`config.mk`:
```
export PLATFORM = sky130hd
export DESIGN_NAME = i2c_eeprom_paged_master
export DESIGN_NICKNAME = d
export VERILOG_FILES = /design/src/hw/rtl/i2cep_pkg.sv /design/src/hw/rtl/i2cep_pbuf.sv /design/src/hw/rtl/i2cep_core.sv /design/src/hw/rtl/i2c_eeprom_paged_master.sv
export SDC_FILE = /design/constraint.sdc
export NUM_CORES = 1
export LEC_CHECK = 0
export BUFFER_PORTS_ARGS = -buffer_cell sky130_fd_sc_hd__buf_2
export CAP_MARGIN = 20
export CORE_AREA = 2 2 212 234
export CTS_CLUSTER_DIAMETER = 200
export DETAILED_ROUTE_END_ITERATION = 10
export DIE_AREA = 0 0 214 236
export PLACE_DENSITY = 0.61
export SLEW_MARGIN = 20
export SYNTH_ARGS = -nofsm -noshare
export SYNTH_HDL_FRONTEND = slang
export SYNTH_SLANG_ARGS = --single-unit
```
`constraint.sdc`:
```
create_clock -name clk -period 11.85 [get_ports clk]
set_input_delay 1.185 -clock clk [delete_from_list [all_inputs] [get_ports clk]]
set_output_delay 1.185 -clock clk [all_outputs]
set_load 0.01 [all_outputs]
```
`src/hw/rtl/i2cep_pkg.sv`:
```
// ----------------------------------------------------------------------------
// I2C EEPROM paged master package
// Shared sizes, codes, item layouts and helper functions for the paged
// EEPROM master and its submodules.
// ----------------------------------------------------------------------------
package i2cep_pkg;

  // Memory geometry and retry limit.
  localparam int PAGE_BYTES   = 32;
  localparam int MEM_BYTES    = 4096;
  localparam int MAX_ATTEMPTS = 2;

  // Field and state widths.
  localparam int BYTE_W     = 8;
  localparam int ADDR_W     = 12;
  localparam int COUNT_W    = 13;
  localparam int SUM_W      = COUNT_W + 1;
  localparam int WAIT_W     = 20;
  localparam int CADDR_W    = 16;
  localparam int PAGE_IDX_W = $clog2(PAGE_BYTES);
  localparam int CHUNK_W    = $clog2(PAGE_BYTES + 1);
  localparam int SLOT_W     = $clog2(PAGE_BYTES + 4);
  localparam int BITCNT_W   = 4;
  localparam int ATT_W      = 2;
  localparam int CFG_IDX_W  = 2;

  // Packed stream widths, padded to whole bytes.
  localparam int IN_DATA_W  = 40;
  localparam int OUT_DATA_W = 24;

  // Item operation codes.
  typedef enum logic [1:0] {
    OP_TICK  = 2'd0,
    OP_WRITE = 2'd1,
    OP_READ  = 2'd2,
    OP_BYTE  = 2'd3
  } op_t;

  // Request outcome codes.
  typedef enum logic [1:0] {
    OC_OK     = 2'd0,
    OC_REJECT = 2'd1,
    OC_NACK   = 2'd2
  } outcome_t;

  // Configuration register indexes.
  typedef enum logic [CFG_IDX_W-1:0] {
    CFG_WRITE_CTRL = 2'd0,
    CFG_READ_CTRL  = 2'd1,
    CFG_WAIT_TICKS = 2'd2
  } cfg_idx_t;

  // Sequencer phases.
  typedef enum logic [4:0] {
    PH_IDLE      = 5'd0,
    PH_FILL      = 5'd1,
    PH_START_A   = 5'd2,
    PH_START_B   = 5'd3,
    PH_TX_LOW    = 5'd4,
    PH_TX_HIGH   = 5'd5,
    PH_RX_LOW    = 5'd6,
    PH_RX_HIGH   = 5'd7,
    PH_MACK_LOW  = 5'd8,
    PH_MACK_HIGH = 5'd9,
    PH_RS_A      = 5'd10,
    PH_RS_B      = 5'd11,
    PH_RS_C      = 5'd12,
    PH_STOP_A    = 5'd13,
    PH_STOP_B    = 5'd14,
    PH_STOP_C    = 5'd15,
    PH_WAIT      = 5'd16
  } phase_t;

  // One input item.
  typedef struct packed {
    op_t                op;
    logic [ADDR_W-1:0]  mem_address;
    logic [COUNT_W-1:0] byte_count;
    logic [BYTE_W-1:0]  write_byte;
    logic               sda_sample;
  } item_t;

  // One result item.
  typedef struct packed {
    logic              scl_level;
    logic              sda_level;
    logic              sda_drive;
    logic              protect_pin;
    logic [BYTE_W-1:0] read_byte;
    logic              read_valid;
    logic              read_last;
    logic              want_byte;
    logic              busy_res;
    logic              finished;
    outcome_t          outcome;
  } result_t;

  // Configuration register set.
  typedef struct packed {
    logic [BYTE_W-1:0] write_ctrl;
    logic [BYTE_W-1:0] read_ctrl;
    logic [WAIT_W-1:0] wait_ticks;
  } cfg_t;

  // Page buffer write port.
  typedef struct packed {
    logic                  en;
    logic [PAGE_IDX_W-1:0] addr;
    logic [BYTE_W-1:0]     data;
  } pbuf_wr_t;

  // Length of the next chunk: up to the page boundary, limited by what is left.
  function automatic logic [CHUNK_W-1:0] chunk_len(input logic [CADDR_W-1:0] addr,
                                                   input logic [COUNT_W-1:0] left_total);
    logic [CHUNK_W-1:0] to_edge;
    to_edge = CHUNK_W'(PAGE_BYTES) - {1'b0, addr[PAGE_IDX_W-1:0]};
    if (left_total < COUNT_W'(to_edge)) begin
      return left_total[CHUNK_W-1:0];
    end
    return to_edge;
  endfunction

endpackage

```
`src/hw/rtl/i2cep_pbuf.sv`:
```
// ----------------------------------------------------------------------------
// Generic RAM
// Single write port and single read port memory with a registered read.
// ----------------------------------------------------------------------------
module i2cep_pbuf #(
  parameter int WIDTH = 8,
  parameter int DEPTH = 32
) (
  input  logic                     clk,
  input  logic                     wr_en,
  input  logic [$clog2(DEPTH)-1:0] wr_addr,
  input  logic [WIDTH-1:0]         wr_data,
  input  logic [$clog2(DEPTH)-1:0] rd_addr,
  output logic [WIDTH-1:0]         rd_data
);

  logic [WIDTH-1:0] mem [DEPTH];

  // Write when enabled; the read data is registered and follows the address in the next cycle.
  always_ff @(posedge clk) begin
    if (wr_en) begin
      mem[wr_addr] <= wr_data;
    end
    rd_data <= mem[rd_addr];
  end

endmodule

```
`src/hw/rtl/i2cep_core.sv`:
```
// ----------------------------------------------------------------------------
// Bus sequencer
// Holds the request and bus state and advances it by one item per step:
// request checks, chunking, page fill, bit timing, acknowledges and waits.
// ----------------------------------------------------------------------------
module i2cep_core import i2cep_pkg::*; (
  input  logic                  clk,
  input  logic                  rst,
  input  logic                  step,
  input  item_t                 item,
  input  cfg_t                  cfg,
  output result_t               result,
  output pbuf_wr_t              pb_wr,
  output logic [PAGE_IDX_W-1:0] pb_rd_addr,
  input  logic [BYTE_W-1:0]     pb_rd_data
);

  // State registers.
  phase_t               phase, phase_next;
  logic [BITCNT_W-1:0]  bit_counter, bit_counter_next;
  logic [BYTE_W-1:0]    shift_byte, shift_byte_next;
  logic [CADDR_W-1:0]   current_address, current_address_next;
  logic [COUNT_W-1:0]   bytes_remaining, bytes_remaining_next;
  logic [CHUNK_W-1:0]   chunk_length, chunk_length_next;
  logic [CHUNK_W-1:0]   chunk_index, chunk_index_next;
  logic [ATT_W-1:0]     attempt_count, attempt_count_next;
  logic                 nack_seen, nack_seen_next;
  logic [WAIT_W-1:0]    wait_counter, wait_counter_next;
  logic                 is_read, is_read_next;
  logic [SLOT_W-1:0]    byte_slot, byte_slot_next;
  logic                 scl_q, scl_q_next;
  logic                 sda_q, sda_q_next;
  logic                 drv_q, drv_q_next;

  // Helper values.
  logic [SUM_W-1:0]     req_end;
  logic [SLOT_W-1:0]    slot_inc;
  logic [SLOT_W-1:0]    pb_idx;
  logic                 pb_ok;
  logic [CHUNK_W-1:0]   ci_inc;
  logic [BITCNT_W-1:0]  bc_inc;
  logic [BYTE_W-1:0]    rx_shift;
  logic [COUNT_W-1:0]   br_dec;
  logic [WAIT_W-1:0]    wc_dec;
  logic [CADDR_W-1:0]   addr_adv;
  logic [COUNT_W-1:0]   br_adv;
  logic                 nack_now;
  logic                 rd_byte_valid;
  logic [BYTE_W-1:0]    rd_byte;
  logic                 rd_last;
  logic                 fin;
  outcome_t             oc;

  // Byte to send in a given slot of the transfer.
  function automatic logic [BYTE_W-1:0] slot_value(input logic [SLOT_W-1:0] slot,
                                                   input logic rd,
                                                   input cfg_t c,
                                                   input logic [CADDR_W-1:0] a,
                                                   input logic ok,
                                                   input logic [BYTE_W-1:0] pb);
    if (slot == SLOT_W'(0)) return c.write_ctrl;
    if (slot == SLOT_W'(1)) return a[CADDR_W-1:BYTE_W];
    if (slot == SLOT_W'(2)) return a[BYTE_W-1:0];
    if (rd) return c.read_ctrl;
    return ok ? pb : '0;
  endfunction

  // Page buffer addressing: only the slot after the current one is ever read.
  assign slot_inc   = byte_slot + SLOT_W'(1);
  assign pb_idx     = byte_slot - SLOT_W'(2);
  assign pb_ok      = pb_idx < SLOT_W'(PAGE_BYTES);
  assign pb_rd_addr = pb_idx[PAGE_IDX_W-1:0];

  // Arithmetic shared by several phases.
  assign req_end  = SUM_W'(item.mem_address) + SUM_W'(item.byte_count);
  assign ci_inc   = chunk_index + CHUNK_W'(1);
  assign bc_inc   = bit_counter + BITCNT_W'(1);
  assign rx_shift = {shift_byte[BYTE_W-2:0], item.sda_sample};
  assign br_dec   = (bytes_remaining != '0) ? bytes_remaining - COUNT_W'(1) : bytes_remaining;
  assign wc_dec   = (wait_counter != '0) ? wait_counter - WAIT_W'(1) : wait_counter;
  assign addr_adv = current_address + CADDR_W'(chunk_length);
  assign br_adv   = (bytes_remaining >= COUNT_W'(chunk_length)) ?
                    bytes_remaining - COUNT_W'(chunk_length) : '0;
  assign nack_now = nack_seen | item.sda_sample;

  // Next state and result of one item.
  always_comb begin
    phase_next           = phase;
    bit_counter_next     = bit_counter;
    shift_byte_next      = shift_byte;
    current_address_next = current_address;
    bytes_remaining_next = bytes_remaining;
    chunk_length_next    = chunk_length;
    chunk_index_next     = chunk_index;
    attempt_count_next   = attempt_count;
    nack_seen_next       = nack_seen;
    wait_counter_next    = wait_counter;
    is_read_next         = is_read;
    byte_slot_next       = byte_slot;
    scl_q_next           = scl_q;
    sda_q_next           = sda_q;
    drv_q_next           = drv_q;
    rd_byte_valid        = 1'b0;
    rd_byte              = '0;
    rd_last              = 1'b0;
    fin                  = 1'b0;
    oc                   = OC_OK;
    pb_wr.en             = 1'b0;
    pb_wr.addr           = chunk_index[PAGE_IDX_W-1:0];
    pb_wr.data           = item.write_byte;

    if (phase == PH_IDLE) begin
      // New request: check bounds, then start a read or the first chunk.
      if (item.op == OP_WRITE || item.op == OP_READ) begin
        if (item.byte_count == '0 || req_end > SUM_W'(MEM_BYTES)) begin
          fin = 1'b1;
          oc  = OC_REJECT;
        end else begin
          current_address_next = CADDR_W'(item.mem_address);
          bytes_remaining_next = item.byte_count;
          attempt_count_next   = '0;
          nack_seen_next       = 1'b0;
          byte_slot_next       = '0;
          is_read_next         = (item.op == OP_READ);
          if (item.op == OP_READ) begin
            phase_next = PH_START_A;
          end else begin
            chunk_length_next = chunk_len(CADDR_W'(item.mem_address), item.byte_count);
            chunk_index_next  = '0;
            phase_next        = PH_FILL;
          end
        end
      end
    end else if (phase == PH_FILL) begin
      // Collect the chunk's bytes; ticks are ignored here.
      if (item.op == OP_BYTE) begin
        pb_wr.en         = chunk_index < CHUNK_W'(PAGE_BYTES);
        chunk_index_next = ci_inc;
        if (ci_inc >= chunk_length) begin
          attempt_count_next = '0;
          nack_seen_next     = 1'b0;
          byte_slot_next     = '0;
          phase_next         = PH_START_A;
        end
      end
    end else if (item.op == OP_TICK) begin
      unique case (phase)
        PH_START_A: begin
          {scl_q_next, sda_q_next, drv_q_next} = 3'b111;
          phase_next = PH_START_B;
        end
        PH_START_B: begin
          {scl_q_next, sda_q_next, drv_q_next} = 3'b101;
          shift_byte_next  = slot_value(byte_slot, is_read, cfg, current_address,
                                        pb_ok, pb_rd_data);
          bit_counter_next = '0;
          phase_next       = PH_TX_LOW;
        end
        PH_TX_LOW: begin
          // Data bits, then release the line for the acknowledge.
          scl_q_next = 1'b0;
          if (bit_counter < BITCNT_W'(BYTE_W)) begin
            sda_q_next = shift_byte[BYTE_W-1];
            drv_q_next = 1'b1;
          end else begin
            sda_q_next = 1'b1;
            drv_q_next = 1'b0;
          end
          phase_next = PH_TX_HIGH;
        end
        PH_TX_HIGH: begin
          scl_q_next = 1'b1;
          if (bit_counter < BITCNT_W'(BYTE_W)) begin
            shift_byte_next  = {shift_byte[BYTE_W-2:0], 1'b0};
            bit_counter_next = bc_inc;
            phase_next       = PH_TX_LOW;
          end else begin
            // Acknowledge clock: pick the next slot or end the transfer.
            byte_slot_next = slot_inc;
            if (is_read) begin
              if (slot_inc == SLOT_W'(3)) begin
                phase_next = PH_RS_A;
              end else if (slot_inc >= SLOT_W'(4)) begin
                bit_counter_next = '0;
                shift_byte_next  = '0;
                phase_next       = PH_RX_LOW;
              end else begin
                shift_byte_next  = slot_value(slot_inc, is_read, cfg, current_address,
                                              pb_ok, pb_rd_data);
                bit_counter_next = '0;
                phase_next       = PH_TX_LOW;
              end
            end else begin
              nack_seen_next = nack_now;
              if (nack_now || slot_inc >= SLOT_W'(3) + SLOT_W'(chunk_length)) begin
                phase_next = PH_STOP_A;
              end else begin
                shift_byte_next  = slot_value(slot_inc, is_read, cfg, current_address,
                                              pb_ok, pb_rd_data);
                bit_counter_next = '0;
                phase_next       = PH_TX_LOW;
              end
            end
          end
        end
        PH_RS_A: begin
          {scl_q_next, sda_q_next, drv_q_next} = 3'b011;
          phase_next = PH_RS_B;
        end
        PH_RS_B: begin
          {scl_q_next, sda_q_next, drv_q_next} = 3'b111;
          phase_next = PH_RS_C;
        end
        PH_RS_C: begin
          {scl_q_next, sda_q_next, drv_q_next} = 3'b101;
          shift_byte_next  = slot_value(byte_slot, is_read, cfg, current_address,
                                        pb_ok, pb_rd_data);
          bit_counter_next = '0;
          phase_next       = PH_TX_LOW;
        end
        PH_RX_LOW: begin
          {scl_q_next, sda_q_next, drv_q_next} = 3'b010;
          phase_next = PH_RX_HIGH;
        end
        PH_RX_HIGH: begin
          // Shift a bit in; a full byte goes out with this result.
          {scl_q_next, sda_q_next, drv_q_next} = 3'b110;
          shift_byte_next  = rx_shift;
          bit_counter_next = bc_inc;
          if (bc_inc >= BITCNT_W'(BYTE_W)) begin
            rd_byte       = rx_shift;
            rd_byte_valid = 1'b1;
            rd_last       = bytes_remaining <= COUNT_W'(1);
            phase_next    = PH_MACK_LOW;
          end else begin
            phase_next = PH_RX_LOW;
          end
        end
        PH_MACK_LOW: begin
          // ACK after each byte, NACK after the last one.
          scl_q_next = 1'b0;
          sda_q_next = bytes_remaining <= COUNT_W'(1);
          drv_q_next = 1'b1;
          phase_next = PH_MACK_HIGH;
        end
        PH_MACK_HIGH: begin
          scl_q_next           = 1'b1;
          bytes_remaining_next = br_dec;
          if (br_dec == '0) begin
            phase_next = PH_STOP_A;
          end else begin
            bit_counter_next = '0;
            shift_byte_next  = '0;
            phase_next       = PH_RX_LOW;
          end
        end
        PH_STOP_A: begin
          {scl_q_next, sda_q_next, drv_q_next} = 3'b001;
          phase_next = PH_STOP_B;
        end
        PH_STOP_B: begin
          {scl_q_next, sda_q_next, drv_q_next} = 3'b101;
          phase_next = PH_STOP_C;
        end
        PH_STOP_C: begin
          {scl_q_next, sda_q_next, drv_q_next} = 3'b111;
          if (is_read) begin
            fin        = 1'b1;
            phase_next = PH_IDLE;
          end else begin
            wait_counter_next = cfg.wait_ticks;
            phase_next        = PH_WAIT;
          end
        end
        PH_WAIT: begin
          // Write cycle wait, then retry, fail, or move to the next chunk.
          wait_counter_next = wc_dec;
          if (wc_dec == '0) begin
            if (nack_seen) begin
              if (int'(attempt_count) + 1 < MAX_ATTEMPTS) begin
                attempt_count_next = attempt_count + ATT_W'(1);
                nack_seen_next     = 1'b0;
                byte_slot_next     = '0;
                phase_next         = PH_START_A;
              end else begin
                fin        = 1'b1;
                oc         = OC_NACK;
                phase_next = PH_IDLE;
              end
            end else begin
              current_address_next = addr_adv;
              bytes_remaining_next = br_adv;
              if (br_adv == '0) begin
                fin        = 1'b1;
                phase_next = PH_IDLE;
              end else begin
                chunk_length_next = chunk_len(addr_adv, br_adv);
                chunk_index_next  = '0;
                phase_next        = PH_FILL;
              end
            end
          end
        end
        default: begin
          phase_next = PH_IDLE;
        end
      endcase
    end

    result.scl_level   = scl_q_next;
    result.sda_level   = sda_q_next;
    result.sda_drive   = drv_q_next;
    result.protect_pin = (phase_next == PH_IDLE);
    result.read_byte   = rd_byte;
    result.read_valid  = rd_byte_valid;
    result.read_last   = rd_last;
    result.want_byte   = (phase_next == PH_FILL);
    result.busy_res    = (phase_next != PH_IDLE);
    result.finished    = fin;
    result.outcome     = oc;
  end

  // State update, one step per processed item.
  always_ff @(posedge clk) begin
    if (rst) begin
      phase           <= PH_IDLE;
      bit_counter     <= '0;
      shift_byte      <= '0;
      current_address <= '0;
      bytes_remaining <= '0;
      chunk_length    <= '0;
      chunk_index     <= '0;
      attempt_count   <= '0;
      nack_seen       <= 1'b0;
      wait_counter    <= '0;
      is_read         <= 1'b0;
      byte_slot       <= '0;
      scl_q           <= 1'b1;
      sda_q           <= 1'b1;
      drv_q           <= 1'b1;
    end else if (step) begin
      phase           <= phase_next;
      bit_counter     <= bit_counter_next;
      shift_byte      <= shift_byte_next;
      current_address <= current_address_next;
      bytes_remaining <= bytes_remaining_next;
      chunk_length    <= chunk_length_next;
      chunk_index     <= chunk_index_next;
      attempt_count   <= attempt_count_next;
      nack_seen       <= nack_seen_next;
      wait_counter    <= wait_counter_next;
      is_read         <= is_read_next;
      byte_slot       <= byte_slot_next;
      scl_q           <= scl_q_next;
      sda_q           <= sda_q_next;
      drv_q           <= drv_q_next;
    end
  end

endmodule

```
`src/hw/rtl/i2c_eeprom_paged_master.sv`:
```
// ----------------------------------------------------------------------------
// I2C EEPROM paged master
// Page-chunked write and sequential read master for a 16-bit address EEPROM,
// stepped by tick and command items.
//
// Channel | Direction | Handshake            | Payload
// s       | in        | s_tvalid / s_tready  | s_tdata, s_tuser (op)
// m       | out       | m_tvalid / m_tready  | m_tdata, m_tuser, m_tlast
// cfg     | in        | cfg_valid/cfg_ready  | cfg_index, cfg_data
//
// One item per clock cycle is sustained while the output is not stalled. An item
// is captured in the input register, the sequencer takes one step on it
// when the result slot is free, and its result is held in the output register.
// The sequencer step is the only work per item. A stalled output holds the
// input register and stops the input side; in the cycle the waiting result
// is taken, a new item is taken as well. Reset needs no clearing pass; the
// configuration channel is always ready.
// ----------------------------------------------------------------------------
module i2c_eeprom_paged_master import i2cep_pkg::*; (
  input  logic                  clk,
  input  logic                  rst,
  // Input items.
  input  logic                  s_tvalid,
  output logic                  s_tready,
  // s_tdata: mem_address[11:0], byte_count[24:12], write_byte[32:25],
  // sda_sample[33], zero padding[39:34]
  input  logic [IN_DATA_W-1:0]  s_tdata,
  // s_tuser: op[1:0]
  input  logic [1:0]            s_tuser,
  // Result items.
  output logic                  m_tvalid,
  input  logic                  m_tready,
  // m_tdata: scl_level[0], sda_level[1], sda_drive[2], protect_pin[3],
  // read_byte[11:4], want_byte[12], busy_res[13], finished[14],
  // outcome[16:15], zero padding[23:17]
  output logic [OUT_DATA_W-1:0] m_tdata,
  // m_tuser: read_valid[0]
  output logic                  m_tuser,
  output logic                  m_tlast,
  // Configuration writes.
  input  logic                  cfg_valid,
  output logic                  cfg_ready,
  input  logic [CFG_IDX_W-1:0]  cfg_index,
  input  logic [WAIT_W-1:0]     cfg_data
);

  logic                  in_valid;
  item_t                 in_item;
  logic                  out_valid;
  result_t               out_res;
  logic                  step;
  cfg_t                  cfg;
  result_t               result;
  pbuf_wr_t              pb_wr;
  logic [PAGE_IDX_W-1:0] pb_rd_addr;
  logic [BYTE_W-1:0]     pb_rd_data;

  // The sequencer steps when an item waits and the result slot is free.
  assign step     = in_valid && (!out_valid || m_tready);
  assign s_tready = !in_valid || step;

  // Input register.
  always_ff @(posedge clk) begin
    if (rst) begin
      in_valid <= 1'b0;
    end else if (s_tready) begin
      in_valid <= s_tvalid;
    end
  end

  always_ff @(posedge clk) begin
    if (s_tready && s_tvalid) begin
      in_item.op          <= op_t'(s_tuser);
      in_item.mem_address <= s_tdata[ADDR_W-1:0];
      in_item.byte_count  <= s_tdata[ADDR_W+COUNT_W-1:ADDR_W];
      in_item.write_byte  <= s_tdata[ADDR_W+COUNT_W+BYTE_W-1:ADDR_W+COUNT_W];
      in_item.sda_sample  <= s_tdata[ADDR_W+COUNT_W+BYTE_W];
    end
  end

  // Output register.
  always_ff @(posedge clk) begin
    if (rst) begin
      out_valid <= 1'b0;
    end else if (step) begin
      out_valid <= 1'b1;
    end else if (m_tready) begin
      out_valid <= 1'b0;
    end
  end

  always_ff @(posedge clk) begin
    if (step) begin
      out_res <= result;
    end
  end

  assign m_tvalid = out_valid;
  assign m_tdata  = {7'b0, out_res.outcome, out_res.finished, out_res.busy_res,
                     out_res.want_byte, out_res.read_byte, out_res.protect_pin,
                     out_res.sda_drive, out_res.sda_level, out_res.scl_level};
  assign m_tuser  = out_res.read_valid;
  assign m_tlast  = out_res.read_last;

  // Configuration registers.
  assign cfg_ready = 1'b1;

  always_ff @(posedge clk) begin
    if (rst) begin
      cfg.write_ctrl <= 8'd160;
      cfg.read_ctrl  <= 8'd161;
      cfg.wait_ticks <= 20'd100000;
    end else if (cfg_valid) begin
      unique case (cfg_index)
        CFG_WRITE_CTRL: cfg.write_ctrl <= cfg_data[BYTE_W-1:0];
        CFG_READ_CTRL:  cfg.read_ctrl  <= cfg_data[BYTE_W-1:0];
        CFG_WAIT_TICKS: cfg.wait_ticks <= cfg_data;
        default: begin
        end
      endcase
    end
  end

  // Sequencer and page buffer.
  i2cep_core u_core (
    .clk        (clk),
    .rst        (rst),
    .step       (step),
    .item       (in_item),
    .cfg        (cfg),
    .result     (result),
    .pb_wr      (pb_wr),
    .pb_rd_addr (pb_rd_addr),
    .pb_rd_data (pb_rd_data)
  );

  // The read address only moves on an acknowledge step or when a transfer starts,
  // and is next used many steps later, so the registered read data is always settled by then.
  i2cep_pbuf #(
    .WIDTH (BYTE_W),
    .DEPTH (PAGE_BYTES)
  ) u_pbuf (
    .clk     (clk),
    .wr_en   (pb_wr.en),
    .wr_addr (pb_wr.addr),
    .wr_data (pb_wr.data),
    .rd_addr (pb_rd_addr),
    .rd_data (pb_rd_data)
  );

`ifndef SYNTHESIS
  // Write protect is released exactly while a request is in progress.
  a_protect: assert property (@(posedge clk) disable iff (rst)
    out_valid |-> (out_res.protect_pin == !out_res.busy_res))
    else $error("protect_pin disagrees with busy_res");

  // A finished request leaves the block idle.
  a_finish_idle: assert property (@(posedge clk) disable iff (rst)
    (out_valid && out_res.finished) |-> !out_res.busy_res)
    else $error("request finished but block still busy");

  // Asking for write bytes only happens inside a request.
  a_want_busy: assert property (@(posedge clk) disable iff (rst)
    (out_valid && out_res.want_byte) |-> out_res.busy_res)
    else $error("want_byte outside a request");

  // The last-byte mark only comes with a received byte.
  a_last_valid: assert property (@(posedge clk) disable iff (rst)
    (out_valid && out_res.read_last) |-> out_res.read_valid)
    else $error("read_last without read_valid");
`endif

endmodule

```
==> run_results.csv, run 1 <==
group,metric,value,unit
worst_hold_path,min_path_type,"reg2reg",
clocking,htreeDepth,2,
timing,grt_setup_unrepaired,"no",
critical_path,worstPathRequired,12.32,ns
route,initialDrtViolationCount,1412,
logic_synthesis,synthTopCellsByCount,"edfxtp_1 (311), nand2_1 (184), nor2_1 (183)",
floorplanning,rows,85,
clocking,clk_path_buf_depth,3,
logic_synthesis,synth.yosys.warnings,0,
logic_synthesis,synthFlopType,"edfxtp_1",
logic_synthesis,synth.top_cell.area_share,40.01,%
route,drtPass1Iterations,7,
logic_synthesis,synth.area.top_cells,"edfxtp_1 (40%), dfxtp_1 (12%), mux4_2 (7.7%)",
flow_run,drv_cap,0,
clocking,cts_setup_buffers,0,
finish,fill_cells,4201,
timing,clock_skew,0.01892,ns
route,dr_total_vias,16690,
critical_path,crit_chain,"inv_1, ha_1, or4_1, nor3_1, a21oi_1, nor3_2, nor2_1, ha_1, a21o_1, a21o_1, a21o_1, a221o_1, a21oi_1, nand3_1, mux2_2, o21ai_0, mux2i_1",
logic_synthesis,yosys.cell_types.count,100,
clocking,cts.sinks,448,
finish,drive_above_1_share,14.48,%
grt,grt_max_degree,70,
timing,slew_headroom,24.05,%
critical_path,crit_top_cell,"a21o_1",
logic_synthesis,yosysTopAreaCell,"edfxtp_1",
route,wl_per_cell,21.97,um
clocking,cts_buffers,47,
critical_path,worstSetupPathType,"reg2reg",
status,status,"complete, no violations",
logic_synthesis,syn-cell-area,0.02334,mm2
critical_path,end_kind,"flop",
clocking,post_cts_resized,0,
grt,grt_pass1_vias,16090,
finish,nNetsFinal,2235,
clocking,clock_latency,0.60,ns
logic_synthesis,synth.avg_cell_area,11.28,um2
logic_synthesis,synth-seq-cells,448,
grt,overflow,0,
finish,area_growth,10.06,%
critical_path,arrival,5.29,ns
critical_path,cpPeakStageDelay,0.51,ns
floorplanning,core,0.04839,mm2
timing,final-max-slew-violation-count,0,
clocking,cts-root-buf,"clkbuf_16",
place,io_buffers,83,
clocking,clkSlewWorstSetupHoldPaths,0.06,ns
grt,grt_pass1_wl,94560,um
timing,fin_ws,7.032,ns
grt,antenna_found_initial,0,
timing,hold_violations,0,
floorplanning,start_util,48.24,%
timing,tightest_slew,1.131,ns
critical_path,startpoint_type,"flop",
critical_path,cp_slowest_cell,"nor3_2",
route,via_per_inst,6.006,
place,gp_congestion,0.8968,
logic_synthesis,syn-instance-count,2070,
floorplanning,die-height,236,um
timing,fmax,207.6,MHz
timing,tns,0,ns
power_and_ir_drop,powerDensity,135.3,mW/mm2
route,drtAntennaViolNets,0,
route,drcViolationCount,0,
critical_path,crit_fanout,9,
logic_synthesis,yosysSeqAreaShare,51.76,%
logic_synthesis,synthArstFlopShare,0,%
clocking,cts_tree,"built",
logic_synthesis,synth.most_common_cell,"edfxtp_1",
place,detailedPlace.worstSlack,6.649,ns
clocking,hold_buffers,0,
power_and_ir_drop,peakVddDrop,143.9,uV
floorplanning,fp.dieW,214,um
grt,grt.total_usage,24.06,%
finish,n_antenna_cell,0,
place,dp_hpwl,41530,um
timing,fin_crit_sh,40.66,%
power_and_ir_drop,power,3.475,mW
logic_synthesis,synth_edf_count,311,
timing,finalSetupViolCount,0,
floorplanning,die_area,0.05050,mm2
floorplanning,io_pins,98,
route,finalWirelength,61040,um
timing,min_period,4.818,ns
power_and_ir_drop,p_leak,8.997,nW
layout by cell type (no fill, tap or decap), drive strengths merged, types with 13 or more instances in the layout:
master	synthesis	final
inv	78	80
dfxtp	137	137
clkinv	3	22
a211oi	27	27
edfxtp	311	311
nor4	36	36
nand4	23	23
and2	13	13
or3	15	15
xor2	18	18
a21oi	141	141
nor2	184	184
ha	72	72
mux4	80	80
a31oi	24	24
mux2	15	15
o21ai	102	102
xnor2	27	27
o211ai	21	21
a21o	18	18
nand2	185	185
nor3	46	46
nand2b	19	19
a22oi	16	16
buf	43	103
clkbuf	94	62
nand3	52	52
mux2i	52	52
per-layer routing:
metal	up-vias	track usage [%]	wire, um
met5	-	0	0
met4	0	8.116	1863
met3	94	4.023	3324
met2	507	39.34	29250
met1	8190	32.64	26610
li1	7899	-	-
stage by stage:
step	hold slack [ns]	std cells	cell area [um2]	util (%)
3_5_place_dp	0.4517	2686	24070	49.74
4_1_cts	0.4578	2771	25530	52.75
5_1_grt	0.4853	2779	25690	53.09
2_1_floorplan	0.4294	2076	23360	-
3_3_place_gp	0.4355	2686	24070	49.74
6_report	0.4573	2779	25690	53.09
kinds of logic (layout without fill, tap and decap cells):
| kind of cell | Yosys count | after routing | share of synthesized area (%) |
|---|---|---|---|
| AND/OR/NAND/NOR | 651 | 651 | 13.93 |
| adder cells (fa/ha/maj) | 75 | 75 | 4.117 |
| XOR/XNOR | 45 | 45 | 1.689 |
| other | 2 | 8 | 0.03217 |
| flip-flops | 448 | 448 | 51.76 |
| buffers and inverters | 218 | 269 | 4.015 |
| multiplexers | 147 | 147 | 10.67 |
| AO/OA/AOI/OAI | 484 | 484 | 13.79 |
report_power, final:
group	switching, mW	internal [mW]
Sequential	0.0288	1.69
Combinational	0.214	0.121
Clock	0.621	0.797
registers in the layout, summed over array words and instances, names as in the netlist, 2 cells and up:
register and cells:
u_pbuf.mem 256, cfg 36, in_item 36, u_core.wait_counter 20, m_tdata 17, u_core.current_address 16, u_core.bytes_remaining 13, u_core.shift_byte 8
u_pbuf.rd_data 8, u_core.byte_slot 6, u_core.chunk_index 6, u_core.chunk_length 6, u_core.phase 5, u_core.bit_counter 4, u_core.attempt_count 2
critical path: cells and delay by family, from the launching register on:
family | cells | cell delay (ns)
simple gates | 5 | 1.70
compound gates | 7 | 1.32
fa+ha+maj | 2 | 0.64
mux | 2 | 0.48
flops | 1 | 0.37
buf+inv | 1 | 0.16
path summary, 6_finish.rpt:
kind                                              start                      end  slack [ns]  depth (start not counted)
worst max register to register   u_core.chunk_length[5]   u_core.chunk_length[1]        7.03                         17
worst max-delay path             u_core.chunk_length[5]   u_core.chunk_length[1]        7.03                         17
worst min-delay path            u_core.attempt_count[1]  u_core.attempt_count[1]        0.46                          2
worst min register to register  u_core.attempt_count[1]  u_core.attempt_count[1]        0.46                          2
cell type report:
type | count | area [um2] | share of cell area (%)
clock buffer | 62 | 1264 | 4.919
timing repair buffer | 103 | 653.1 | 2.542
tap | 652 | 815.8 | 3.176
sequential | 448 | 12090 | 47.05
inverter | 81 | 304.0 | 1.184
multi-input combinational | 1410 | 10370 | 40.37
clock inverter | 23 | 195.2 | 0.7598
(Power assumes the default switching activity.)
==> inputs of run 2 (changes only) <==
Settings changed: ABC_AREA set to 1, CORE_AREA 2 2 212 234 to 2 2 211 234, DIE_AREA 0 0 214 236 to 0 0 213 236, PLACE_DENSITY 0.61 to 0.64.
Clock period 11.85 ns to 4.25 ns, I/O delays scaled along.
==> run_results.csv, run 2 <==
group,metric,value,unit
floorplanning,core,0.04818,mm2
clocking,clkSlewWorstSetupHoldPaths,0.06,ns
route,drcViolationCount,0,
place,gp_congestion,0.9244,
timing,finalSetupViolCount,0,
floorplanning,die-height,236,um
critical_path,startpoint_type,"flop",
logic_synthesis,synthTopCellsByCount,"nand2_1 (451), nor2_1 (391), edfxtp_1 (311)",
logic_synthesis,synth-seq-cells,448,
place,io_buffers,83,
place,dp_hpwl,45280,um
floorplanning,die_area,0.05027,mm2
route,initialDrtViolationCount,1750,
finish,multiInputGateArea,0.009667,mm2
critical_path,arrival,4.06,ns
route,drtPass1Iterations,6,
logic_synthesis,synthFlopType,"edfxtp_1",
worst_hold_path,hold_depth,1,
status,status,"complete, no violations",
grt,grt_pass1_wl,102600,um
power_and_ir_drop,pwr-share-clk,37.5,%
power_and_ir_drop,pwr-share-seq,41.8,%
logic_synthesis,syn-instance-count,2682,
worst_hold_path,min_path_type,"in2reg",
critical_path,worstPathRequired,4.69,ns
finish,n_antenna_cell,0,
route,finalWirelength,65860,um
floorplanning,start_util,48.34,%
timing,hold_violations,0,
critical_path,timing.reg2reg.setup_slack,0.63,ns
timing,min_period,3.616,ns
finish,largest_register,"u_pbuf.mem",
critical_path,cpPeakStageDelay,0.49,ns
power_and_ir_drop,p_sw,3.502,mW
critical_path,cp_slowest_cell,"edfxtp_1",
clocking,cts.sinks,448,
grt,grt.total_usage,26.22,%
grt,grt_max_degree,73,
worst_hold_path,hp-start,"s_tdata[4]",
power_and_ir_drop,power,11.71,mW
timing,slew_headroom,37.20,%
route,drtAntennaViolNets,0,
clocking,clk_path_buf_depth,3,
logic_synthesis,yosysTopAreaCell,"edfxtp_1",
logic_synthesis,synth.avg_cell_area,8.684,um2
timing,fmax,276.6,MHz
power_and_ir_drop,intPower,8.210,mW
logic_synthesis,synth_edf_count,311,
logic_synthesis,yosys.cell_types.count,53,
grt,antenna_found_initial,0,
clocking,cts_buffers,48,
grt,overflow,0,
logic_synthesis,synth.most_common_cell,"nand2_1",
logic_synthesis,synthArstFlopShare,0,%
finish,area_growth,13.81,%
route,via_per_inst,5.599,
finish,top_regs,"u_pbuf.mem: 256 flops, cfg: 36 flops, in_item: 36 flops",
critical_path,r2r_cells,19,
clocking,cts-root-buf,"clkbuf_16",
power_and_ir_drop,p_leak,10.71,nW
power_and_ir_drop,switching_share,29.90,%
timing,fin_crit_sh,85.08,%
finish,seq_area,0.01209,mm2
logic_synthesis,synth.area.top_cells,"edfxtp_1 (40%), dfxtp_1 (12%), nand2_1 (7.3%)",
logic_synthesis,yosysSeqAreaShare,51.87,%
timing,tns,0,ns
grt,grt_pass1_vias,18940,
clocking,htreeDepth,2,
worst_hold_path,holdPathEnd,"in_item[26]",
clocking,cts_setup_buffers,0,
power_and_ir_drop,peakVddDrop,343.7,uV
power_and_ir_drop,powerDensity,441.8,mW/mm2
floorplanning,io_pins,98,
finish,nNetsFinal,2940,
timing,tightest_slew,0.9348,ns
power_and_ir_drop,combPwrFrac,20.7,%
timing,clock_skew,0.01302,ns
flow_run,drv_cap,0,
critical_path,regToRegEndpoint,"u_core.chunk_index[1]",
critical_path,crit_fanout,11,
route,dr_total_vias,19510,
critical_path,crit_top_cell,"nand3_1",
logic_synthesis,synth.top_cell.area_share,40.10,%
floorplanning,fp.dieW,213,um
finish,fill_cells,4399,
logic_synthesis,syn-cell-area,0.02329,mm2
critical_path,crit_chain,"ha_1, inv_1, fa_1, inv_1, nand3_1, nand2_1, nand3_1, nand3_1, nand3_1, nor2_1, nand3_1, nand2_1, nand3_1, nand2_1, inv_1, nor2_2, nand2_1, o21ai_1, nor2_1",
critical_path,end_kind,"flop",
timing,grt_setup_unrepaired,"no",
critical_path,worstSetupPathType,"reg2reg",
clocking,clock_latency,0.59,ns
timing,final-max-slew-violation-count,0,
finish,final_common_cell,"nand2_1",
clocking,post_cts_resized,0,
finish,mostFrequentLayoutCells,"nand2_1 (451), nor2_1 (390), edfxtp_1 (311), o21ai_0 (268), inv_1 (258)",
route,wl_per_cell,18.90,um
critical_path,r2r_start,"in_item[9]",
floorplanning,rows,85,
finish,drive_above_1_share,9.778,%
logic_synthesis,synth.yosys.warnings,0,
clocking,hold_buffers,33,
finish,largest_register_ffs,256,
clocking,cts_tree,"built",
run 2: cell types whose count changed after synthesis, moves of 30 or more:
cell,delta
nand2_1,+267
o22ai_1,+30
nand3_1,+120
mux2i_1,-52
inv_1,+183
o221ai_1,+43
o21ai_0,+172
mux4_2,-80
nor2_1,+208
run 2: how the worst max path moves through the flow:
stage,to,start
after global placement,u_core.chunk_index[2],in_item[9]
after global routing,u_core.chunk_index[5],in_item[9]
after CTS,u_core.chunk_index[1],in_item[9]
after detailed placement,u_core.chunk_index[1],in_item[9]
after floorplan,u_core.bit_counter[1],u_core.byte_slot[0]
final,u_core.chunk_index[1],in_item[9]
run 2: routing by layer:
layer / wire length [um] / vias up / global-route usage (%) / share of wire [%]
li1: - / 9465 / - / -
met4: 2264 / 0 / 9.981 / 3.4
met2: 31990 / 569 / 44.45 / 49
met1: 27900 / 9337 / 33.68 / 42
met3: 3714 / 143 / 4.021 / 5.6
met5: 0 / - / 0 / 0
run 2: power by group through the flow:
stage	sequential [mW]	clock [mW]	combinational, mW
final	4.90	4.39	2.42
after global routing	4.91	4.64	2.71
after CTS	4.93	4.47	2.37
after detailed placement	5.02	0	2.33
after global placement	5.02	0	2.31
after floorplan	4.96	0	1.66
run 2: kinds of logic (layout without fill, tap and decap cells):
family / count (synthesis) / after routing / share of synthesized area, %
other: 2 / 8 / 0.03224
and+or+nand+nor: 1118 / 1118 / 20.42
AOI/OAI and AO/OA: 605 / 605 / 15.24
xor gates and xnor gates: 42 / 42 / 1.579
buffers and inverters: 392 / 537 / 6.731
DFF: 448 / 448 / 51.87
adders and majority gates: 75 / 75 / 4.126
run 2: layout make-up:
type	instances	share of cell area [%]
Inverter	272	3.856
Tap cell	652	3.078
Sequential cell	448	45.60
Multi-Input combinational cell	1848	36.47
Clock inverter	25	1.279
Clock buffer	62	4.928
Timing Repair Buffer	178	4.796
run 2: metrics by stage:
| step | util [%] | cell area (um2) | std cells | setup slack [ns] | hold slack, ns |
|---|---|---|---|---|---|
| detailed placement | 50.67 | 24410 | 3357 | 0.6775 | 0.4486 |
| CTS | 54.77 | 26390 | 3477 | 0.6620 | 0.0005009 |
| finish | 55.02 | 26510 | 3485 | 0.6340 | 0.02567 |
| global route | 55.02 | 26510 | 3485 | 0.2545 | 0.004300 |
| global placement | 50.67 | 24410 | 3357 | 0.7776 | 0.4453 |
| floorplan | - | 23310 | 2688 | 1.190 | 0.4244 |
run 2: critical path: cells and delay by family (launching register included):
kind / cells / cell delay [ns]
and+or+nand+nor: 13 / 1.82
AOI/OAI and AO/OA: 1 / 0.22
adders and majority gates: 2 / 0.67
buffers and inverters: 3 / 0.26
DFF: 1 / 0.49
